`src/rtl/pls_pkg.sv`:
```
// shared types and constants for the positional list store
package pls_pkg;

    // fixed field widths of the stream beats
    localparam int CMD_W       = 3;
    localparam int POS_W       = 5;
    localparam int DATA_W      = 32;
    localparam int COUNT_W     = 5;
    localparam int STATUS_W    = 2;
    localparam int S_TDATA_W   = 40;
    localparam int M_TDATA_W   = 72;

    // input beat field offsets
    localparam int CMD_LSB     = 0;
    localparam int POS_LSB     = 3;
    localparam int VALUE_LSB   = 8;

    // command codes; unused codes act as read
    typedef enum logic [CMD_W-1:0] {
        CMD_APPEND = 3'd0,
        CMD_DROP   = 3'd1,
        CMD_INSERT = 3'd2,
        CMD_ERASE  = 3'd3,
        CMD_READ   = 3'd4
    } cmd_t;

    // result status codes
    typedef enum logic [STATUS_W-1:0] {
        STS_OK     = 2'd0,
        STS_FULL   = 2'd1,
        STS_EMPTY  = 2'd2,
        STS_BADPOS = 2'd3
    } status_t;

    // controller states
    typedef enum logic [2:0] {
        S_IDLE,
        S_EXEC,
        S_RD_POS,
        S_RD_LAST,
        S_PUBLISH
    } state_t;

    // commands from controller to datapath
    typedef struct packed {
        logic load;
        logic exec;
        logic rd_pos;
        logic rd_last;
        logic publish;
    } pls_ctrl_t;

    // status from datapath to controller
    typedef struct packed {
        logic out_free;
    } pls_sts_t;

endpackage

```
`src/rtl/pls_ctrl.sv`:
```
// command sequencer for the positional list store
module pls_ctrl (
    input  logic                aclk,
    input  logic                aresetn,
    input  logic                s_tvalid,
    output logic                s_tready,
    input  pls_pkg::pls_sts_t   sts,
    output pls_pkg::pls_ctrl_t  ctrl
);
    import pls_pkg::*;

    state_t state_reg;
    state_t state_next;

    // state register
    always_ff @(posedge aclk) begin
        if (!aresetn) begin
            state_reg <= S_IDLE;
        end else begin
            state_reg <= state_next;
        end
    end

    // next state
    always_comb begin
        state_next = state_reg;
        case (state_reg)
            S_IDLE: begin
                if (s_tvalid) begin
                    state_next = S_EXEC;
                end
            end
            S_EXEC:    state_next = S_RD_POS;
            S_RD_POS:  state_next = S_RD_LAST;
            S_RD_LAST: state_next = S_PUBLISH;
            S_PUBLISH: begin
                if (sts.out_free) begin
                    state_next = S_IDLE;
                end
            end
            default:   state_next = S_IDLE;
        endcase
    end

    // outputs
    always_comb begin
        s_tready     = 1'b0;
        ctrl         = '0;
        case (state_reg)
            S_IDLE: begin
                s_tready  = 1'b1;
                ctrl.load = s_tvalid;
            end
            S_EXEC:    ctrl.exec    = 1'b1;
            S_RD_POS:  ctrl.rd_pos  = 1'b1;
            S_RD_LAST: ctrl.rd_last = 1'b1;
            S_PUBLISH: ctrl.publish = sts.out_free;
            default: begin
                s_tready = 1'b0;
            end
        endcase
    end

endmodule

```
`src/rtl/pls_dpath.sv`:
```
// entry register file, count, read port and result register of the list store
module pls_dpath #(
    parameter int DEPTH = 16,
    parameter int WIDTH = 32
) (
    input  logic                              aclk,
    input  logic                              aresetn,
    input  pls_pkg::pls_ctrl_t                ctrl,
    output pls_pkg::pls_sts_t                 sts,
    input  logic [pls_pkg::S_TDATA_W-1:0]     s_tdata,
    output logic                              m_tvalid,
    input  logic                              m_tready,
    output logic [pls_pkg::M_TDATA_W-1:0]     m_tdata
);
    import pls_pkg::*;

    localparam int CNT_W = $clog2(DEPTH + 1);
    localparam int IDX_W = $clog2(DEPTH);
    localparam int CMP_W = (CNT_W > POS_W) ? CNT_W : POS_W;

    // latched command beat
    logic [CMD_W-1:0]   cmd_reg;
    logic [POS_W-1:0]   pos_reg;
    logic [WIDTH-1:0]   value_reg;

    // list state
    logic [WIDTH-1:0]   entries_reg  [DEPTH];
    logic [WIDTH-1:0]   entries_next [DEPTH];
    logic [CNT_W-1:0]   count_reg;
    logic [CNT_W-1:0]   count_next;

    // result staging
    status_t            status_reg;
    status_t            status_next;
    logic [DATA_W-1:0]  rd_value_reg;
    logic [DATA_W-1:0]  last_value_reg;

    // output register
    logic                  m_tvalid_reg;
    logic [M_TDATA_W-1:0]  m_tdata_reg;
    logic [M_TDATA_W-1:0]  m_tdata_next;

    logic [CMP_W-1:0]   pos_ext;
    logic [CMP_W-1:0]   cnt_ext;
    logic [CMP_W-1:0]   ins_pos;
    logic               full;
    logic               empty;
    logic               do_ins;
    logic               do_drop;
    logic               do_erase;
    logic [IDX_W-1:0]   rd_addr;
    logic [WIDTH-1:0]   rd_word;
    logic [DATA_W-1:0]  rd_word_ext;

    assign pos_ext = CMP_W'(pos_reg);
    assign cnt_ext = CMP_W'(count_reg);
    assign full    = (cnt_ext >= CMP_W'(DEPTH));
    assign empty   = (count_reg == '0);

    // capture the accepted beat
    always_ff @(posedge aclk) begin
        if (ctrl.load) begin
            cmd_reg   <= s_tdata[CMD_LSB +: CMD_W];
            pos_reg   <= s_tdata[POS_LSB +: POS_W];
            value_reg <= WIDTH'(64'(s_tdata[VALUE_LSB +: DATA_W]));
        end
    end

    // command decode and status
    always_comb begin
        status_next = STS_OK;
        do_ins      = 1'b0;
        do_drop     = 1'b0;
        do_erase    = 1'b0;
        ins_pos     = cnt_ext;
        case (cmd_t'(cmd_reg))
            CMD_APPEND: begin
                if (full) begin
                    status_next = STS_FULL;
                end else begin
                    do_ins = 1'b1;
                end
            end
            CMD_DROP: begin
                if (empty) begin
                    status_next = STS_EMPTY;
                end else begin
                    do_drop = 1'b1;
                end
            end
            CMD_INSERT: begin
                if (full) begin
                    status_next = STS_FULL;
                end else if (pos_ext > cnt_ext) begin
                    status_next = STS_BADPOS;
                end else begin
                    do_ins  = 1'b1;
                    ins_pos = pos_ext;
                end
            end
            CMD_ERASE: begin
                if (empty) begin
                    status_next = STS_EMPTY;
                end else if (pos_ext >= cnt_ext) begin
                    status_next = STS_BADPOS;
                end else begin
                    do_erase = 1'b1;
                end
            end
            default: begin
                if (pos_ext >= cnt_ext) begin
                    status_next = STS_BADPOS;
                end
            end
        endcase
    end

    // parallel shift of every cell
    always_comb begin
        entries_next = entries_reg;
        if (do_ins) begin
            for (int i = 1; i < DEPTH; i++) begin
                if (CMP_W'(i) > ins_pos) begin
                    entries_next[i] = entries_reg[i-1];
                end
            end
            for (int i = 0; i < DEPTH; i++) begin
                if (CMP_W'(i) == ins_pos) begin
                    entries_next[i] = value_reg;
                end
            end
        end else if (do_erase) begin
            for (int i = 0; i < DEPTH - 1; i++) begin
                if (CMP_W'(i) >= pos_ext) begin
                    entries_next[i] = entries_reg[i+1];
                end
            end
        end
    end

    // count update
    always_comb begin
        count_next = count_reg;
        if (do_ins) begin
            count_next = count_reg + 1'b1;
        end else if (do_drop || do_erase) begin
            count_next = count_reg - 1'b1;
        end
    end

    // entry cells hold no reset value
    always_ff @(posedge aclk) begin
        if (ctrl.exec) begin
            entries_reg <= entries_next;
        end
    end

    always_ff @(posedge aclk) begin
        if (!aresetn) begin
            count_reg <= '0;
        end else if (ctrl.exec) begin
            count_reg <= count_next;
        end
    end

    always_ff @(posedge aclk) begin
        if (ctrl.exec) begin
            status_reg <= status_next;
        end
    end

    // single read port, shared by position and last entry lookups
    assign rd_addr     = ctrl.rd_pos ? IDX_W'(pos_reg) : IDX_W'(count_reg - 1'b1);
    assign rd_word     = entries_reg[rd_addr];
    assign rd_word_ext = DATA_W'(64'(rd_word));

    always_ff @(posedge aclk) begin
        if (ctrl.rd_pos) begin
            rd_value_reg <= (pos_ext < cnt_ext) ? rd_word_ext : '0;
        end
        if (ctrl.rd_last) begin
            last_value_reg <= empty ? '0 : rd_word_ext;
        end
    end

    // result beat, packed high field first
    assign m_tdata_next = {1'b0, status_reg, COUNT_W'(count_reg),
                           last_value_reg, rd_value_reg};

    always_ff @(posedge aclk) begin
        if (!aresetn) begin
            m_tvalid_reg <= 1'b0;
        end else if (ctrl.publish) begin
            m_tvalid_reg <= 1'b1;
        end else if (m_tready) begin
            m_tvalid_reg <= 1'b0;
        end
    end

    always_ff @(posedge aclk) begin
        if (ctrl.publish) begin
            m_tdata_reg <= m_tdata_next;
        end
    end

    assign sts.out_free = !m_tvalid_reg || m_tready;
    assign m_tvalid     = m_tvalid_reg;
    assign m_tdata      = m_tdata_reg;

endmodule

```
`src/rtl/positional_list_store.sv`:
```
// top level of the positional list store
// sequence: a taken command beat passes the execute, position read and last read states,
//   then its result beat is offered once the output register is free; no new command
//   is taken until then; the work is the cell update and two lookups through the one read port
// reset: aresetn synchronous, active low; empties the list and drops any
//   pending result; entry contents are not cleared
module positional_list_store #(
    parameter int DEPTH = 16,
    parameter int WIDTH = 32
) (
    input  logic                            aclk,
    input  logic                            aresetn,
    input  logic                            s_tvalid,
    output logic                            s_tready,
    // cmd[2:0], position[7:3], value[39:8]
    input  logic [pls_pkg::S_TDATA_W-1:0]   s_tdata,
    output logic                            m_tvalid,
    input  logic                            m_tready,
    // read_value[31:0], last_value[63:32], count[68:64], status[70:69], zero[71]
    output logic [pls_pkg::M_TDATA_W-1:0]   m_tdata
);
    import pls_pkg::*;

    pls_ctrl_t ctrl;
    pls_sts_t  sts;

    pls_ctrl u_ctrl (
        .aclk     (aclk),
        .aresetn  (aresetn),
        .s_tvalid (s_tvalid),
        .s_tready (s_tready),
        .sts      (sts),
        .ctrl     (ctrl)
    );

    pls_dpath #(
        .DEPTH (DEPTH),
        .WIDTH (WIDTH)
    ) u_dpath (
        .aclk     (aclk),
        .aresetn  (aresetn),
        .ctrl     (ctrl),
        .sts      (sts),
        .s_tdata  (s_tdata),
        .m_tvalid (m_tvalid),
        .m_tready (m_tready),
        .m_tdata  (m_tdata)
    );

endmodule
```
`config.mk`:
```
export PLATFORM = sky130hd
export DESIGN_NAME = positional_list_store
export DESIGN_NICKNAME = d
export VERILOG_FILES = /design/src/rtl/pls_pkg.sv /design/src/rtl/pls_ctrl.sv /design/src/rtl/pls_dpath.sv /design/src/rtl/positional_list_store.sv
export SDC_FILE = /design/constraint.sdc
export NUM_CORES = 2
export LEC_CHECK = 0
export BUFFER_PORTS_ARGS = -buffer_cell sky130_fd_sc_hd__buf_2
export CORE_MARGIN = 5
export CORE_UTILIZATION = 40
export CTS_CLUSTER_SIZE = 8
export DETAILED_ROUTE_END_ITERATION = 8
export HOLD_SLACK_MARGIN = 0.15
export SYNTH_ARGS = -nofsm -noshare
export SYNTH_HDL_FRONTEND = slang
export SYNTH_SLANG_ARGS = --single-unit
```
`constraint.sdc`:
```
create_clock -name aclk -period 8 [get_ports aclk]
set_clock_uncertainty 0.05 [all_clocks]
set_input_delay 1.6 -clock aclk [delete_from_list [all_inputs] [get_ports aclk]]
set_output_delay 1.6 -clock aclk [all_outputs]
set_load 0.005 [all_outputs]
```
# Word level (Yosys, flattened, before mapping)
# Index checks and enable logic that the tools add are counted.
# word_totals
regBits,698
input_bits,44
output_inout_bits,74
word_cells,231
# classes
n_addsub,2
n_lt_le_gt_ge,35
n_eq_ne,39
muxes,84
n_bitwise,1
n_reduce_logical,44
# op_table
operator,count
two-way mux 32 bit,48
two-way mux 480 bit,2
binary-select mux 32 bit (select 4 bit),1
AND reduction 4 bit,15
"!= test 3 bit, second input constant",14
"equality test 4 x 5 -> 1 bit, first input constant",8
"> comparator 4 x 5 -> 1 bit, first input constant",8
nonzero test 2 bit,19
"greater-or-equal comparator 4 x 5 -> 1 bit, first input constant",7
two-way mux 5 bit,5
"equality test 3 x 5 -> 1 bit, first input constant",4
"greater-or-equal comparator 3 x 5 -> 1 bit, first input constant",4
"> comparator 3 x 5 -> 1 bit, first input constant",4
two-way mux 1 bit,17
one-hot mux 3 bit (5 select lines),1
"equality test 3 x 2 -> 1 bit, second input constant",4
"equality test 2 x 5 -> 1 bit, first input constant",2
"greater-or-equal comparator 1 x 5 -> 1 bit, first input constant",2
"greater-or-equal comparator 2 x 5 -> 1 bit, first input constant",2
"greater-or-equal comparator 5 bit, second input constant",2
"> comparator 2 x 5 -> 1 bit, first input constant",2
logical NOT 5 bit,2
two-way mux 2 bit,5
one-hot mux 2 bit (4 select lines),1
20 further kinds,26

# Logic depth before layout (Yosys ltp)
# depth
ltp_word,8
mapped_depth,16
mapped_depth_nobuf,8

# Cells and area by module
# A second synthesis with hierarchy kept.
# unflattened
cells_unflattened,3136
hier_area_um2,37036.8
# by_module_without_submodules
module,instances,cells_each,area_each_um2,seq_area_each_um2
pls_dpath,1,3117,36870.4,20810.0
pls_ctrl,1,19,166.4,60.1

# Least setup slack after synthesis
# OpenSTA, ideal clock, no wires.
# synth_path
kind,reg-to-reg
startpoint,register u_dpath.count_reg[2] (netlist: u_dpath.cnt_ext[2])
endpoint,register u_dpath.entries_reg[160] (netlist name) (enable)
setup_time_ns,0.470
arrival_time_ns,5.187
t_required_ns,7.480
path_slack_ns,2.293
stages_incl_launch_ff,16
n_path_buf,7
synth_period_minus_slack_ns,5.707
path_cell_list,dfxtp_1 clkbuf_1 clkbuf_1 inv_1 ha_1 o211ai_1 a21o_1 clkbuf_1 a31o_2 buf_2 and2_1 buf_2 buf_2 buf_2 a21oi_1 a211oi_1
# synth_via
elab_chain_cells,7
word_cells_on_any_way,20
cone_classes,4 x order compare; 2 x eq/ne; 10 x mux; 4 x reduce/logical
# synth_lines
item,line,text
"start, declared",pls_dpath.sv:29,logic [CNT_W-1:0] count_reg;
"start signal, assigned",pls_dpath.sv:162,count_reg <= count_next;
> comparator 5 bit,pls_dpath.sv:94,end else if (pos_ext > cnt_ext) begin
two-way mux 5 bit,pls_dpath.sv:94,
two-way mux 5 bit,pls_dpath.sv:92,if (full) begin
two-way mux 5 bit,pls_dpath.sv:76,case (cmd_t'(cmd_reg))
> comparator 4 x 5 -> 1 bit or equality test 4 x 5 -> 1 bit (tied branches),"pls_dpath.sv:123, pls_dpath.sv:128",
!= test 3 bit (no line),n/a,
AND reduction 4 bit (no line) (*),n/a,
"end signal, assigned",pls_dpath.sv:154,entries_reg <= entries_next;
"end, declared",pls_dpath.sv:27,logic [WIDTH-1:0] entries_reg [DEPTH];
# Mark *: on every way between the ends. The rest lies on a longest branch, timed or not.
# A chain may end at the register's enable or synchronous reset.

==> impl_metrics.tcl <==
set metrics [dict create \
    post-place-ws_ps 2470 \
    timing.rr.end "u_dpath.entries_reg[205]$_DFFE_PP_" \
    netlist_top_cells_area "edfxtp_1 (56%), o211ai_1 (8.6%), nand3_1 (6.3%)" \
    cp_cell_sequence "inv_1 -> ha_1 -> nand2b_1 -> a21o_1 -> a31o_2 -> nand2_4 -> buf_4 -> buf_12 -> nand2_1 -> o211ai_1" \
    cp.required_ps 8440 \
    worst_pin_slew_ps 1270 \
    post_drt_wl_per_cell_microns 26.5 \
    syn2layout_area_growth_pct 11.4 \
    drc_errors 0 \
    ys_top_cells_by_count "edfxtp_1 (689), nand2_1 (569), nand3_1 (463)" \
    vias 28400 \
    path_class "reg2reg" \
    synth_area_sq_um 36600 \
    holdWs_ps 362 \
    grt_max_degree 232 \
    cts.reportedPaths.clkPinSlew_ps 50 \
    crit_slowest_cell "buf_4" \
    hold_start "u_dpath.last_value_reg[7]$_SDFFCE_PP0N_" \
    numCtsBuffers 97 \
    postCtsSetupRepairBufs 0 \
    synth_cell_types 63 \
    grt_pass1_vias 26700 \
    post-route-period-util 0.713 \
    ir_drop_mv 0.174 \
    hold_end "u_dpath.m_tdata[39]$_DFFE_PP_" \
    cap_violations 0 \
    rr_worst_depth 10 \
    gr-total-overflow 0 \
    die_y_microns 313 \
    cts.sinks 698 \
    status "finished, final reports clean" \
    rows 111 \
    drive_gt1_frac 0.127 \
    firstDrtPassIters 6 \
    ant_nets 0 \
    clkLatencyLatePin_ps 670 \
    largest_reg_flops 512 \
    relSlewSlack 0.153 \
    p_switching_mw 2.56 \
    power_frac_comb 0.144 \
    cp_slowest_stage_delay_ps 1070 \
    cts_root_buffer "clkbuf_16" \
    ys_warn_count 0 \
    hold_depth 0 \
    drt_iter0_drc 3870 \
    crit_fanout 231 \
    synth_edf_count 689 \
    p_seq_frac 0.454 \
    synth_seq_area_share 0.570 \
    synth-seq-cells 698 \
    synth_top_area_frac 0.565 \
    fin_nets 3243 \
    drt-total-wl_mm 117 \
    pwr-share-clk 0.402 \
    synth_cells 3241 \
    dpl.hpwl_mm 64.8 \
    fp.dieW_microns 313 \
    fin_crit_ps 5710 \
    finalHoldViolCount 0 \
    p_int_mw 6.82 \
    cts_resized 0 \
    p_leak_nw 14.2 \
    finalSetupViolCount 0 \
    h-tree-depth 3 \
    cts_tree "done" \
    fin_ws_ps 2290 \
    num_io_pins 118 \
    rsz0062_at_grt "no" \
    die_area_sq_um 97700 \
    end_kind "flop" \
    synth.largest_area_cell "edfxtp_1" \
    switching_share 0.273 \
    crit_path_start_kind "flop" \
    io_buffers 116 \
    r2r_start "u_dpath.cnt_ext[1]$_SDFFE_PN0P_" \
    fill_cells 8424 \
    gp_congestion 0.804 \
    tns_ps 0 \
    grt_use_total 0.229 \
    power_density_nw_per_um2 230 \
    antenna_found_initial 2 \
    avgSynthCellArea_sq_um 11.3 \
    initial_core_util 0.401 \
    postCtsHoldBufs 0 \
    core_area_sq_um 91200 \
    reg2reg_slack_ps 2290 \
    hold_class "reg2reg" \
    synth_ff_type "edfxtp_1" \
    viasPerCell 6.45 \
    syn-num-nets 3293 \
    async_reset_ff_frac 0 \
    crit_arrival_ps 6140 \
    final_max_slew_viol_count 0 \
    clockBufferDepth 3 \
    yosysMostFrequentCell "edfxtp_1" \
    grt_pass1_wl_mm 172 \
    max_freq_mhz 175 \
]
[critical path: cells and delay by family, from the launching register on]
family          cells  cell delay (ps)
compound gates      3             1080
buf+inv             3             2010
simple gates        3              920
flops               1              760
fa+ha+maj           1              340
[cell usage in the layout, fill, tap and decap left out, drive strengths merged, types with 4 or more instances in the layout]
cell type,n
o21ai,10
o22ai,67
or3,24
a21oi,48
a221oi,64
a22oi,4
o211ai,451
edfxtp,689
buf,182
o21a,5
or4,10
nor2,21
mux2,160
o21bai,5
nor3,11
mux2i,148
nand2b,10
nand2,569
dfxtp,9
ha,8
clkbuf,113
a21o,5
a22o,64
a211oi,5
nand3,463
inv,13
nand4,7
nor2b,4
[cell type report]
| class | instances | area (sq um) | area share |
|---|---|---|---|
| Sequential cell | 698 | 20900 | 0.511 |
| Multi-Input combinational cell | 2202 | 14600 | 0.359 |
| Tap cell | 1186 | 1480 | 0.0364 |
| Clock buffer | 113 | 2540 | 0.0622 |
| Inverter | 10 | 37.5 | 0.000920 |
| Antenna cell | 3 | 7.51 | 0.000184 |
| Clock inverter | 6 | 114 | 0.00279 |
| Timing Repair Buffer | 182 | 1130 | 0.0276 |
[how the worst max path moves through the flow]
| stage | from | endpoint | slack, ps |
|---|---|---|---|
| 2_1_floorplan | u_dpath.cnt_ext[2]$_SDFFE_PN0P_ | u_dpath.entries_reg[160]$_DFFE_PP_ | 2290 |
| 3_3_place_gp | u_dpath.pos_ext[0]$_DFFE_PP_ | u_dpath.entries_reg[208]$_DFFE_PP_ | 2450 |
| 3_5_place_dp | u_dpath.cnt_ext[1]$_SDFFE_PN0P_ | u_dpath.entries_reg[40]$_DFFE_PP_ | 2470 |
| 4_1_cts | u_dpath.cnt_ext[1]$_SDFFE_PN0P_ | u_dpath.entries_reg[393]$_DFFE_PP_ | 2430 |
| 5_1_grt | u_dpath.cnt_ext[1]$_SDFFE_PN0P_ | u_dpath.entries_reg[159]$_DFFE_PP_ | 1940 |
| 6_report | u_dpath.cnt_ext[1]$_SDFFE_PN0P_ | u_dpath.entries_reg[205]$_DFFE_PP_ | 2290 |
[per-layer routing]
metal	global-route usage	up-vias	wire length (microns)
met1	0.347	14200	52000
met5	0	-	0
met2	0.331	1530	49400
met3	0.0526	201	12300
met4	0.0599	0	3060
li1	-	12500	-
[power groups by stage]
stage | clock network, mW | logic (mW) | registers, mW
finish | 3.77 | 1.35 | 4.26
global route | 3.98 | 1.44 | 4.27
CTS | 3.84 | 1.32 | 4.26
detailed placement | 0 | 1.32 | 4.33
global placement | 0 | 1.30 | 4.33
floorplan | 0 | 0.912 | 4.30
[cells by family after synthesis]
logic type      after synthesis  share of synthesized area
compound gates              742                      0.155
other cells                   1                   0.000102
xor+xnor                      2                   0.000478
fa+ha+maj                     8                    0.00273
simple gates               1141                      0.140
mux                         308                     0.0905
buf+inv                     341                     0.0418
flops                       698                      0.570
[per-stage QoR]
| step | power (mW) | utilization | std cells | instance area, sq um |
|---|---|---|---|---|
| after floorplan | 5.21 | - | 3241 | 36600 |
| after global placement | 5.63 | 0.418 | 4278 | 38200 |
| after detailed placement | 5.65 | 0.418 | 4278 | 38200 |
| after CTS | 9.42 | 0.447 | 4397 | 40800 |
| after global routing | 9.69 | 0.447 | 4397 | 40800 |
| final | 9.39 | 0.447 | 4400 | 40800 |
Power figures use the tool's default switching activity.
